<file path="config.mk">
export PLATFORM = sky130hd
export DESIGN_NAME = dpr_back
export DESIGN_NICKNAME = d
export VERILOG_FILES = /design/src/rtl/dpr_pkg.sv /design/src/rtl/dpr_back.sv
export SDC_FILE = /design/constraint.sdc
export NUM_CORES = 1
export LEC_CHECK = 0
export BUFFER_PORTS_ARGS = -buffer_cell sky130_fd_sc_hd__buf_2
export CAP_MARGIN = 15
export CORE_UTILIZATION = 40
export CTS_BUF_LIST = sky130_fd_sc_hd__clkbuf_8
export CTS_CLUSTER_SIZE = 30
export DETAILED_ROUTE_END_ITERATION = 16
export PLACE_DENSITY = 0.71
export SKIP_CTS_REPAIR_TIMING = 1
export SKIP_LAST_GASP = 1
export SLEW_MARGIN = 15
export SYNTH_ARGS = -nofsm -noshare
export SYNTH_HDL_FRONTEND = slang
export SYNTH_SLANG_ARGS = --single-unit
</file>
<file path="constraint.sdc">
create_clock -name clock -period 2.58 [get_ports clock]
set_input_delay 0.129 -clock clock [delete_from_list [all_inputs] [get_ports clock]]
set_output_delay 0.129 -clock clock [all_outputs]
set_load 0.01 [all_outputs]
</file>
<file path="src/rtl/dpr_pkg.sv">
// shared types, widths and constants of the disparity reprojection block
package dpr_pkg;

   // field and datapath widths
   localparam int COORD_BITS = 12;
   localparam int COL_W      = 12;
   localparam int DISP_W     = 16;
   localparam int CH_W       = 8;
   localparam int FOC_W      = 20;
   localparam int BASE_W     = 16;
   localparam int OFS_W      = 20;
   localparam int FB_W       = FOC_W + BASE_W;
   localparam int FB_SPLIT   = FB_W / 2;
   localparam int PART_W     = OFS_W + FB_W - FB_SPLIT;
   localparam int NUM_W      = OFS_W + FB_W;
   localparam int DEN_W      = FOC_W + DISP_W;
   localparam int Q_W        = 32;

   // pipeline shape
   localparam int DIV_STEPS    = Q_W;
   localparam int FRONT_STAGES = 4;
   localparam int SIDE_DEPTH   = DIV_STEPS + 1;
   localparam int PIPE_LAT     = FRONT_STAGES + 1 + DIV_STEPS + 1;

   // register port
   localparam int CSR_IDX_W  = 3;
   localparam int CSR_DATA_W = 20;

   localparam logic [CSR_IDX_W-1:0] CSR_FOCAL_X  = 3'd0;
   localparam logic [CSR_IDX_W-1:0] CSR_FOCAL_Y  = 3'd1;
   localparam logic [CSR_IDX_W-1:0] CSR_CENTER_X = 3'd2;
   localparam logic [CSR_IDX_W-1:0] CSR_CENTER_Y = 3'd3;
   localparam logic [CSR_IDX_W-1:0] CSR_BASELINE = 3'd4;
   localparam logic [CSR_IDX_W-1:0] CSR_MIN_DISP = 3'd5;
   localparam logic [CSR_IDX_W-1:0] CSR_MAX_DISP = 3'd6;

   localparam logic [FOC_W-1:0]  RST_FOCAL_X  = 20'd179200;
   localparam logic [FOC_W-1:0]  RST_FOCAL_Y  = 20'd179200;
   localparam logic [FOC_W-1:0]  RST_CENTER_X = 20'd163840;
   localparam logic [FOC_W-1:0]  RST_CENTER_Y = 20'd122880;
   localparam logic [BASE_W-1:0] RST_BASELINE = 16'd5243;
   localparam logic [DISP_W-1:0] RST_MIN_DISP = 16'd128;
   localparam logic [DISP_W-1:0] RST_MAX_DISP = 16'd24576;

   // input beat
   typedef struct packed {
      logic [COL_W-1:0]  column;
      logic [COL_W-1:0]  row;
      logic [DISP_W-1:0] disparity_raw;
      logic [CH_W-1:0]   pixel_ch0;
      logic [CH_W-1:0]   pixel_ch1;
      logic [CH_W-1:0]   pixel_ch2;
   } req_type;

   // result beat
   typedef struct packed {
      logic              point_valid;
      logic signed [Q_W-1:0] point_x;
      logic signed [Q_W-1:0] point_y;
      logic [Q_W-1:0]    point_z;
      logic [CH_W-1:0]   out_ch0;
      logic [CH_W-1:0]   out_ch1;
      logic [CH_W-1:0]   out_ch2;
   } rsp_type;

   // camera registers
   typedef struct packed {
      logic [FOC_W-1:0]  focal_x;
      logic [FOC_W-1:0]  focal_y;
      logic [FOC_W-1:0]  center_x;
      logic [FOC_W-1:0]  center_y;
      logic [BASE_W-1:0] stereo_baseline;
      logic [DISP_W-1:0] min_disparity;
      logic [DISP_W-1:0] max_disparity;
   } cfg_type;

   // operands of one divider lane
   typedef struct packed {
      logic [NUM_W-1:0] num;
      logic [DEN_W-1:0] den;
   } div_in_type;

   // quotient of one divider lane
   typedef struct packed {
      logic           ovf;
      logic [Q_W-1:0] quot;
   } div_out_type;

   // per-item control and pass-through data next to the dividers
   typedef struct packed {
      logic            vld;
      logic            point_ok;
      logic            neg_x;
      logic            neg_y;
      logic [CH_W-1:0] ch0;
      logic [CH_W-1:0] ch1;
      logic [CH_W-1:0] ch2;
   } side_type;

endpackage

</file>
<file path="src/rtl/dpr_back.sv">
// output stage: sign, saturation, invalid point clearing and result register
module dpr_back import dpr_pkg::*; (
   input  logic        clock,
   input  logic        reset,
   input  div_out_type quo_z,
   input  div_out_type quo_x,
   input  div_out_type quo_y,
   input  side_type    side,
   output logic        rsp_strobe,
   output rsp_type     rsp_data
);

   logic    rsp_strobe_ff;
   rsp_type rsp_data_ff;
   rsp_type rsp_data_in;

   // signed result from magnitude, clamped to the 32-bit range
   function automatic logic [Q_W-1:0] sat_signed(logic neg, div_out_type q);
      logic [Q_W-1:0] lim_pos;
      logic [Q_W-1:0] lim_neg;
      lim_pos = {1'b0, {(Q_W-1){1'b1}}};
      lim_neg = {1'b1, {(Q_W-1){1'b0}}};
      if (neg) begin
         return (q.ovf || (q.quot > lim_neg)) ? lim_neg : Q_W'(0) - q.quot;
      end
      return (q.ovf || q.quot[Q_W-1]) ? lim_pos : q.quot;
   endfunction

   always_comb begin
      rsp_data_in.point_valid = side.point_ok;
      rsp_data_in.point_x     = '0;
      rsp_data_in.point_y     = '0;
      rsp_data_in.point_z     = '0;
      if (side.point_ok) begin
         rsp_data_in.point_x = sat_signed(side.neg_x, quo_x);
         rsp_data_in.point_y = sat_signed(side.neg_y, quo_y);
         rsp_data_in.point_z = quo_z.ovf ? '1 : quo_z.quot;
      end
      rsp_data_in.out_ch0 = side.ch0;
      rsp_data_in.out_ch1 = side.ch1;
      rsp_data_in.out_ch2 = side.ch2;
   end

   always_ff @(posedge clock) begin
      if (reset) begin
         rsp_strobe_ff <= 1'b0;
      end else begin
         rsp_strobe_ff <= side.vld;
      end
   end

   always_ff @(posedge clock) begin
      rsp_data_ff <= rsp_data_in;
   end

   assign rsp_strobe = rsp_strobe_ff;
   assign rsp_data   = rsp_data_ff;

endmodule

</file>
### After elaboration in Yosys (flattened, before gate mapping)

Index checks and enable logic that the tools add are counted.
W data, S select, Z words.

| cells by class | value |
|---|---|
| add/sub/neg operators | 2 |
| multipliers | 0 |
| div/mod/pow operators | 0 |
| $lt $le $gt $ge | 2 |
| equality and inequality tests | 0 |
| shifts and indexed selects | 0 |
| muxes and demuxes | 13 |
| bitwise gates (word level) | 0 |
| reductions and logical operators | 4 |

Operator list:

| cell | number |
|---|---|
| $mux W32 | 9 |
| $gt A32 B32 Y1 const B | 2 |
| $sub A1 B32 Y32 const A | 2 |
| $logic_or A1 B1 Y1 | 4 |
| $mux W1 | 4 |

| word-level totals | value |
|---|---|
| register bits after elaboration | 122 |
| bits in latches | 0 |
| RAM bits | 0 |
| memory bits (read-only) | 0 |
| bits of input ports | 129 |
| output and inout bits | 122 |
| memories | 0 |

### Longest topological paths before layout

Gate-level depths: netlist of run 1.

| logic depth | value |
|---|---|
| word-level depth | 5 |
| mapped depth | 9 |
| mapped depth without buffers | 7 |

### Worst setup path before layout of run 1

Ideal clock, no wire load.

| path | value |
|---|---|
| path type | input to register |
| start point | input port quo_y[2] (netlist name) |
| end point | register rsp_data_ff, in the netlist rsp_data[87] |
| library setup time | 123 ps |
| arrival time | 1,749 ps |
| required time | 2,457 ps |
| path slack | 708 ps |
| cell stages on the path | 7 |
| cell sequence | buf_6 or4_1 buf_2 nor4_2 nand4_1 o211ai_1 a31oi_1 |

| on the way | value |
|---|---|
| word-level cells in the longest chain between the ends | 5 |

Ends and longest elaborated chain:

| what | RTL line | text |
|---|---|---|
| from (decl) | dpr_back.sv:7 | `input div_out_type quo_y,` |
| $gt A32 B32 Y1 | dpr_back.sv:24 | `return (q.ovf \|\| (q.quot > lim_neg)) ? lim_neg : Q_W'(0) - q.quot;` |
| $logic_or A1 B1 Y1 | dpr_back.sv:24 |  |
| $mux W32 (*) | dpr_back.sv:24 |  |
| $mux W32 (*) | dpr_back.sv:23 | `if (neg) begin` |
| $mux W32 (*) | dpr_back.sv:26 | `return (q.ovf \|\| q.quot[Q_W-1]) ? lim_pos : q.quot;` |
| to (signal assigned) | dpr_back.sv:53 | `rsp_data_ff <= rsp_data_in;` |
| to (decl) | dpr_back.sv:14 | `rsp_type rsp_data_ff;` |

Mark *: on every way between the ends. The rest lies on a longest branch, timed or not. The select of a mux whose other input is x is not followed.
A chain may end at the register's enable or synchronous reset.

### Worst setup path in the final report of run 1

| path | value |
|---|---|
| start point | input port quo_x[14] (netlist name) |
| end point | register rsp_data_ff, in the netlist rsp_data[92] |

| on the way | value |
|---|---|
| word-level cells in the longest chain between the ends | 5 |

Ends and longest elaborated chain:

| what | RTL line | text |
|---|---|---|
| from (decl) | dpr_back.sv:6 | `input div_out_type quo_x,` |
| $gt A32 B32 Y1 | dpr_back.sv:24 |  |
| $logic_or A1 B1 Y1 | dpr_back.sv:24 |  |
| $mux W32 | dpr_back.sv:24 |  |
| $mux W32 | dpr_back.sv:23 |  |
| $mux W32 | dpr_back.sv:26 |  |

Every way passes these cells. The select of a mux whose other input is x is not followed.

==> metrics.md, run 1 <==
| Metric | Value |
|---|---|
| Final net count | `1,074` |
| Hold WS | `-0.00980 ns` |
| Post-synth EDFFs | `0` |
| Slew Limit Fails | `0` |
| WP data required | `2.92 ns` |
| Pwr Density | `582 nW/µm²` |
| Clock power frac | `a little under 40%` |
| Core Area | `12,200 µm²` |
| Crit path arrival time | `2.79 ns` |
| Syn. warnings | `0` |
| Placer congestion estimate | `0.885` |
| Max incr delay on CP | `0.55 ns` |
| Initial antenna violation count | `1` |
| Final setup violation count | `0` |
| Clk buf depth | `2` |
| Setup crit end kind | `register` |
| Sequential power share | `around 45%` |
| H-tree depth | `4` |
| Layout cells sized above 1 | `33.4%` |
| Crit Path Class | `primary input to register` |
| CP cell instances | `dlygate4sd3_1, buf_2, nor4_1, nand4b_1, o31ai_4, o21ai_2, a311oi_1` |
| Aggregate global routing overflow | `0` |
| Total GRT Usage | `23.5%` |
| First-pass DRT Iterations | `7` |
| Area contributors post-synth | `dfxtp_1 (48%), nor2_1 (8.9%), a21oi_1 (5.8%)` |
| First-pass GRT wire length | `approximately 24 mm` |
| Max cap viols | `0` |
| Area delta synth->final | `55.3%` |
| Final cycle utilization of the critical path | `95.0%` |
| Failing checks | `negative hold slack` |
| Die Area | `between 10,000 and 15,000 µm²` |
| Clk sinks | `122` |
| CP bufs+invs | `2` |
| Num CTS Buffers | `17` |
| Distinct cells, synth | `57` |
| Sequential area share after synthesis | `48.5%` |
| Asr flop ratio synth | `0%` |
| FP Rows | `40` |
| Die width | `114 µm` |
| Critical Path Source Type | `primary input` |
| Initial core utilization | `41.4%` |
| Switching pwr | `~1.3 mW` |
| CTS tree | `done` |
| DR DRC count | `0` |
| DRT Wirelength | `roughly 18 mm` |
| Vias per cell | `5.29` |
| Max VDD drop | `0.261 mV` |
| Synthesized area per cell | `8.40 µm²` |
| Pin count of the biggest net entering global routing | `50` |
| Power share of the combinational group | `16.6%` |
| Post-Layout Cell Count | `~1,100` |
| Syn Nets | `731` |
| Vias | `5,951` |
| Detail Route Antenna Nets | `0` |
| Drt wl/cell | `15.9 µm` |
| I/O pin cnt | `251` |
| Ys flop type | `dfxtp_1` |
| Crit-path slowest cell | `dlygate4sd3_1` |
| Die height | `between 100 and 150 µm` |
| Worst-path clk slew | `0.08 ns` |
| Pleak | `3.48 nW` |
| Fin. Hold Viols | `2` |
| Post-DP HPWL | `around 12 mm` |
| Port-buffer cells | `250` |
| Post-synth top area cell | `dfxtp_1` |
| Hold crit path type | `primary input to register` |
| Crit Path Max Fanout | `25` |
| Commonest non-fill, non-tap cell in the layout | `buf_2` |
| Initial drt markers | `536` |
| Synth top area share | `48.5%` |
| Final instance area | `7820 µm²` |
| Root buf cell | `clkbuf_8` |
| DP Cell Count | `998` |
| Most frequent cells in the layout | `buf_2 (250), dfxtp_1 (122), nor2_1 (120), dlygate4sd3_1 (94), a21oi_1 (58)` |
| Placed Area | `6470 µm²` |
| Setup TNS | `0 ns` |
| Post-layout min period | `2.45 ns` |
| Max Freq | `0.408 GHz` |
| Vias in the first global route | `4,872` |
| Crit-path leading delay family | `compound AO/OA/AOI/OAI gates` |
| Switching portion of total power | `28.8%` |
| Worst-margin pin slew | `1.14 ns` |
| Max transition margin | `24.1%` |
| Outcome | `finished with violations` |
| Int Pwr | `3.24 mW` |
| Core Util, Final | `64.3%` |
| Synth Register Bits | `122` |
| Cells after synthesis | `600` |
| Mapped cell area | `~5000 µm²` |
through the flow:
stage / total power [mW] / setup WS (ns)
floorplan: 2.38 / 0.708
global route: 4.75 / -0.00399
detailed placement: 2.70 / 0.195
global placement: 2.69 / 0.299
CTS: 4.44 / 0.661
finish: 4.56 / 0.128
cells by family after synthesis:
logic type               Yosys count  synth area share, %
AO/OA/AOI/OAI                    144                 18.9
XOR/XNOR                           4                0.695
adder cells (fa/ha/maj)            2                0.497
buffers and inverters             55                 4.67
flip-flops                       122                 48.5
AND/OR/NAND/NOR                  273                 26.8
final cells by class:
type                            instances  area [µm²]
Clock inverter                         15         174
Clock buffer                           17         234
Sequential cell                       122        2440
Timing Repair Buffer                  363        2330
Multi-Input combinational cell        423        2360
Antenna cell                            1        2.50
Tap cell                              168         210
Inverter                               16        60.1
Fill cell                            1046        4340
cell usage after synthesis, types with 3 or more instances:
library cell	count
dfxtp_1	122
nor2_1	120
a21oi_1	58
nand2_1	31
clkbuf_1	30
nor3_1	26
nand3_1	23
a311oi_1	19
inv_1	16
a211oi_1	15
nand4_1	15
nor4_1	14
a31oi_1	12
o22ai_1	10
or4_1	9
o21ai_0	8
or2_2	7
buf_2	5
or3_1	5
nand4b_1	4
buf_6	3
o311a_1	3
path summary, 6_finish.rpt:
check,from,endpoint,slack (ns),cells after the start
setup / recovery,quo_x[14],rsp_data[92],0.13,7
hold / removal,quo_y[12],rsp_data[68],-0.01,3
per-layer routing:
metal	routed length (µm)	track usage (%)	vias up	share of wire, %
li1	-	-	2872	-
met1	6760	27.1	2727	38
met2	9070	39.2	309	51
met3	1620	7.62	41	9.1
met4	442	11.7	2	2.5
met5	13	0	-	0.073
sequential cells by signal, summed over array words and instances (netlist names):
register	flops
rsp_data	121
rsp_strobe	1
power by group through the flow:
stage | sequential (mW) | combinational, mW | clock (mW)
final | 2.04 | 0.754 | 1.76
after global routing | 2.05 | 0.820 | 1.88
after CTS | 2.04 | 0.624 | 1.78
after detailed placement | 2.08 | 0.622 | 0
after global placement | 2.08 | 0.617 | 0
after floorplan | 2.15 | 0.229 | 0
Note: power is estimated with default switching activity, not from simulation.
==> run 2, diff against run 1 <==
Settings changed: ABC_AREA set to 1, PLACE_DENSITY 0.71 to 0.69.
Clock period 2.58 ns to 2.95 ns, I/O delays scaled along.
==> metrics.md, run 2 <==
| Metric | Value |
|---|---|
| Outcome | `complete, no violations` |
| Final net count | `1,257 (+17%)` |
| DRT Wirelength | `19.0 mm (+5.9%)` |
| Pin count of the biggest net entering global routing | `44 (-12%)` |
| Hold crit path type | `primary input to register` |
| H-tree depth | `4 (unchanged)` |
| Initial core utilization | `40.8% (-0.66 points)` |
| Post-synth top area cell | `dfxtp_1` |
| Area delta synth->final | `40.1%` |
| Initial antenna violation count | `0 (-1)` |
| Syn Nets | `959 (+31%)` |
| Cells after synthesis | `828 (+38%)` |
| Vias | `6,516 (+9.5%)` |
| Final cycle utilization of the critical path | `68.0%` |
| Die height | `123 µm (+8.1%)` |
| Die Area | `15,200 µm² (+17%)` |
| Core Area | `14,500 µm² (+19%)` |
| # diodes | `0 (-1)` |
| Ys flop type | `dfxtp_1` |
| Max cap viols | `0 (unchanged)` |
| Hold depth | `3 (unchanged)` |
| Largest register FFs | `121 (unchanged)` |
| Vias per cell | `4.93 (-6.9%)` |
| Final setup violation count | `0 (unchanged)` |
| Most frequent cells in the layout | `buf_2 (250), nor2_1 (170), nand2_1 (135), dfxtp_1 (122), o21ai_0 (68)` |
| Die width | `123 µm (+8.1%)` |
| Syn. warnings | `0 (unchanged)` |
| DR DRC count | `0 (unchanged)` |
| Crit path arrival time | `2.39 ns (-0.40 ns)` |
| Layout cells sized above 1 | `29.9% (-3.5 points)` |
| Port-buffer cells | `250 (unchanged)` |
| Post-DP HPWL | `13.1 mm (+14%)` |
| Sequential area share after synthesis | `41.4% (-7.1 points)` |
| Fin. Hold Viols | `0 (-2)` |
| I/O pin cnt | `251 (unchanged)` |
| Mapped cell area | `5900 µm² (+17%)` |
| Initial drt markers | `399 (-26%)` |
| First-pass GRT wire length | `27.4 mm (+14%)` |
| Total GRT Usage | `23.3% (-0.25 points)` |
| Pwr Density | `489 nW/µm² (-16%)` |
| Placer congestion estimate | `0.906 (+2.4%)` |
| Worst-margin pin slew | `0.771 ns (-0.367 ns)` |
| Crit Path Max Fanout | `31 (+24%)` |
| Synth Register Bits | `122 (unchanged)` |
| Vias in the first global route | `5,550 (+14%)` |
| Max transition margin | `48.5% (+24 points)` |
| CTS tree | `done` |
| First-pass DRT Iterations | `5 (-2)` |
| Slew Limit Fails | `0 (unchanged)` |
| Post-layout min period | `2.01 ns` |
| Worst-path clk slew | `0.08 ns (about the same)` |
| Asr flop ratio synth | `0% (unchanged)` |
| Detail Route Antenna Nets | `0 (unchanged)` |
| Clk sinks | `122 (unchanged)` |
| Crit Path Class | `primary input to register` |
| Critical Path Source Type | `primary input` |
| Root buf cell | `clkbuf_8` |
| Post-synth EDFFs | `0 (unchanged)` |
| Area contributors post-synth | `dfxtp_1 (41%), nor2_1 (11%), nand2_1 (8.6%)` |
| WP data required | `3.33 ns (+0.41 ns)` |
| Pleak | `3.95 nW (+13%)` |
| Cell with the most instances after synthesis | `nor2_1` |
| Commonest non-fill, non-tap cell in the layout | `buf_2` |
| Synth cell count leaders | `nor2_1 (170), nand2_1 (135), dfxtp_1 (122)` |
| FP Rows | `44 (+10%)` |
| Setup TNS | `0 ns (unchanged)` |
| Clk buf depth | `2 (unchanged)` |
| Overall Power | `4.05 mW (-11%)` |
| Setup crit end kind | `register` |
| Max VDD drop | `0.252 mV (-3.3%)` |
| Placed Area | `7250 µm² (+12%)` |
| Num CTS Buffers | `17 (unchanged)` |
| Core Util, Final | `57.1% (-7.2 points)` |
| Max Freq | `0.498 GHz` |
| Synth top area share | `41.4% (-7.1 points)` |
| Distinct cells, synth | `32 (-44%)` |
| Aggregate global routing overflow | `0 (unchanged)` |
| RSZ-0062 raised after global routing | `false` |
| Final instance area | `8270 µm² (+5.7%)` |
| Drt wl/cell | `14.3 µm (-10%)` |
| Synthesized area per cell | `7.13 µm² (-15%)` |
-- run 2: changes by cell type after synthesis, moves of 12 or more --
cell and change:
nand2_1 +104, o21ai_0 +60, nor2_1 +50, inv_1 +47
nand3_1 +37, nor3_1 -22, a311oi_1 -19, xor2_1 +17
a211oi_1 -15, nand3_2 +14, a31oi_1 -12, nor4_1 -12
-- run 2: path summary, 6_finish.rpt --
check	from	end	slack, ns
worst min-delay path	quo_x[1]	rsp_data[89]	0.04
worst max-delay path	quo_x[0]	rsp_data[115]	0.94
-- run 2: per-layer routing --
metal | part of all wire, % | vias to the layer above | global-route usage, %
li1 | - | 3266 | -
met1 | 41 | 2944 | 28.2
met2 | 49 | 264 | 39.4
met3 | 7.3 | 42 | 5.40
met4 | 2.6 | 0 | 9.56
met5 | 0 | - | 0
-- run 2: critical path, cell delays in order --
cell and delay (ns):
dlygate4sd3_1 0.54, buf_2 0.13, inv_1 0.07, ha_1 0.23, nand2_2 0.14, nor2_8 0.20, nand2_4 0.08, nor2_4 0.12
nand2_2 0.06, nand2_4 0.32, nand2_1 0.12, nor2_1 0.11, nor2_1 0.04, nor2_1 0.07
-- run 2: kinds of logic (layout without fill, tap and decap cells) --
family          count (synthesis)  after routing  synth area share (%)
simple gates                  435            435                  34.4
compound gates                139            139                  12.4
flops                         122            122                  41.4
buf+inv                       103            414                  7.38
xor+xnor                       27             27                  4.01
fa+ha+maj                       2              2                 0.424
-- run 2: final cells by class --
cell class	instances	area, µm²
multi-input cells	603	3030
repair buffers	316	1910
clock inverters	15	179
well taps	184	230
clock buffers	17	234
fillers	1369	6210
flip-flops and latches	122	2440
inverters	66	248
-- run 2: power by group --
part           switching (mW)  leakage [nW]  internal [mW]
Sequential             0.0260          1.02           1.75
Combinational           0.391          2.72          0.286
Clock                   0.807         0.210          0.787
-- run 2: stage by stage --
stage | hold WS (ns) | std cells | worst slack, ns
final | 0.0387 | 1323 | 0.944
after global routing | 0.0264 | 1323 | 0.785
after CTS | -0.233 | 1262 | 1.53
after detailed placement | 0.252 | 1230 | 1.05
after global placement | 0.250 | 1230 | 1.08
after floorplan | 0.175 | 828 | 1.52
==> run 3, diff against run 2 <==
Clock period 2.95 ns to 2.06 ns, I/O delays scaled along.
==> metrics.md, run 3 (same netlist as run 2, synthesis figures left out) <==
| Metric | Value |
|---|---|
| Crit-path slowest cell | `dlygate4sd3_1` |
| Max Freq | `~0.54 GHz` |
| Initial core utilization | `40.8% (unchanged)` |
| Drt wl/cell | `14.2 µm (-0.77%)` |
| Pwr Density | `678 nW/µm² (+39%)` |
| Max VDD drop | `0.357 mV (+42%)` |
| CP bufs+invs | `4 (+1)` |
| Hold crit path type | `primary input to register` |
| Crit Path Class | `primary input to register` |
| Largest register FFs | `121 (unchanged)` |
| Worst-margin pin slew | `0.791 ns (+0.0194 ns)` |
| Aggregate global routing overflow | `0 (unchanged)` |
| Sequential power share | `45.0% (+1.1 points)` |
| Setup crit end kind | `register` |
| Detail Route Antenna Nets | `0 (unchanged)` |
| CTS tree | `done` |
| Area of the multi-input gates | `3030 µm² (unchanged)` |
| Placed Area | `7300 µm² (+0.76%)` |
| Crit Path Max Fanout | `18 (-42%)` |
| Final cycle utilization of the critical path | `89.8%` |
| Setup TNS | `0 ns (unchanged)` |
| DRT Wirelength | `18.9 mm (-0.39%)` |
| Initial antenna violation count | `0 (unchanged)` |
| Pleak | `3.97 nW (+0.64%)` |
| Layout cells sized above 1 | `29.9% (+0.044 points)` |
| Post-DP HPWL | `13.1 mm (-0.26%)` |
| Root buf cell | `clkbuf_8` |
| Placer congestion estimate | `0.959 (+5.9%)` |
| Max incr delay on CP | `0.53 ns (about the same)` |
| Final setup violation count | `0 (unchanged)` |
| Core Area | `14,500 µm² (unchanged)` |
| Power share of the combinational group | `17.5% (+0.8 points)` |
| Total GRT Usage | `22.8% (-0.49 points)` |
| Pin count of the biggest net entering global routing | `38 (-14%)` |
| FP Rows | `44 (unchanged)` |
| Vias per cell | `4.94 (+0.28%)` |
| # diodes | `0 (unchanged)` |
| Crit path arrival time | `2.21 ns (-0.18 ns)` |
| CP cell instances | `dlygate4sd3_1, buf_2, inv_1, ha_1, nand2_2, nor2_8, nand2_4, nor2_4, nand2_2, nand2_4, buf_12, nand3_1, a21oi_1` |
| Switching pwr | `1.61 mW (+31%)` |
| Slew Limit Fails | `0 (unchanged)` |
| Initial drt markers | `496 (+24%)` |
| DR DRC count | `0 (unchanged)` |
| Core Util, Final | `57.5% (+0.38 points)` |
| Outcome | `complete, no violations` |
| Final instance area | `8330 µm² (+0.67%)` |
| Die height | `123 µm (unchanged)` |
| Critical Path Source Type | `primary input` |
| Most frequent cells in the layout | `buf_2 (250), nor2_1 (170), nand2_1 (135), dfxtp_1 (122), o21ai_0 (68)` |
| Post-layout min period | `1.85 ns` |
| H-tree depth | `4 (unchanged)` |
| Vias | `6,559 (+0.66%)` |
| Int Pwr | `4.04 mW (+43%)` |
| Min setup slack post-route | `0.209 ns (-0.735 ns)` |
| Switching portion of total power | `28.4% (-1.8 points)` |
| First-pass GRT wire length | `26.7 mm (-2.5%)` |
| Clock power frac | `37.5% (-1.9 points)` |
| Crit-path leading delay family | `buffers and inverters` |
| Port-buffer cells | `250 (unchanged)` |
| Commonest non-fill, non-tap cell in the layout | `buf_2` |
| Final net count | `1,263 (+0.48%)` |
| Max transition margin | `47.2% (-1.3 points)` |
| I/O pin cnt | `251 (unchanged)` |
| RSZ-0062 raised after global routing | `false` |
| Vias in the first global route | `5,380 (-3.1%)` |
| FF/Latch Area | `2440 µm² (unchanged)` |
| Clk sinks | `122 (unchanged)` |
| Clk buf depth | `2 (unchanged)` |
| Num CTS Buffers | `17 (unchanged)` |
| Max cap viols | `0 (unchanged)` |
| Fill cell count | `1,346 (-1.7%)` |
| WP data required | `2.42 ns (-0.91 ns)` |
| Area delta synth->final | `41.0%` |
| Die Area | `15,200 µm² (unchanged)` |
| Fin. Hold Viols | `0 (unchanged)` |
| Worst-path clk slew | `0.08 ns (about the same)` |
| First-pass DRT Iterations | `5 (unchanged)` |
| Setup WS pre-CTS | `0.252 ns (-0.795 ns)` |
| Die width | `123 µm (unchanged)` |
## run 3: changes by cell type in the layout (fill, tap and decap cells not counted)
cell	delta
inv_6	-1
buf_12	+2
dlygate4sd3_1	+2
clkinv_4	+1
clkbuf_8	+1
buf_4	+2
inv_8	-4
inv_1	+1
clkinvlp_4	+1
## run 3: cell type report
cell class,count,share of cell area (%)
Clock buffer,18,2.98
Clock inverter,13,1.74
Tap cell,184,2.77
Sequential cell,122,29.3
Inverter,66,2.98
Timing Repair Buffer,322,23.9
Multi-Input combinational cell,603,36.3
## run 3: final timing paths
| kind | from | to | slack, ns | cells past startpoint |
|---|---|---|---|---|
| max | quo_x[0] | rsp_data[93] | 0.21 | 13 |
| min | quo_y[31] | rsp_data[87] | 0.007 | 3 |
## run 3: power groups by stage
stage | clock network (mW) | logic, mW | registers, mW
6_report | 2.12 | 0.986 | 2.54
5_1_grt | 2.30 | 1.09 | 2.56
4_1_cts | 2.17 | 0.882 | 2.54
3_5_place_dp | 0 | 0.877 | 2.59
3_3_place_gp | 0 | 0.874 | 2.59
2_1_floorplan | 0 | 0.381 | 2.68
## run 3: per-stage QoR
stage	cells	hold WS, ns	power (mW)
2_1_floorplan	828	0.131	3.06
3_3_place_gp	1234	0.205	3.47
3_5_place_dp	1234	0.207	3.47
4_1_cts	1265	-0.259	5.60
5_1_grt	1328	0.0000965	5.94
6_report	1328	0.00705	5.65
## run 3: metal layers
metal	global-route usage (%)	up-vias	share of wire [%]
met5	0	-	0
met2	37.2	280	49
met4	11.6	0	3.3
met3	5.07	45	6.2
met1	28.1	2957	42
li1	-	3277	-
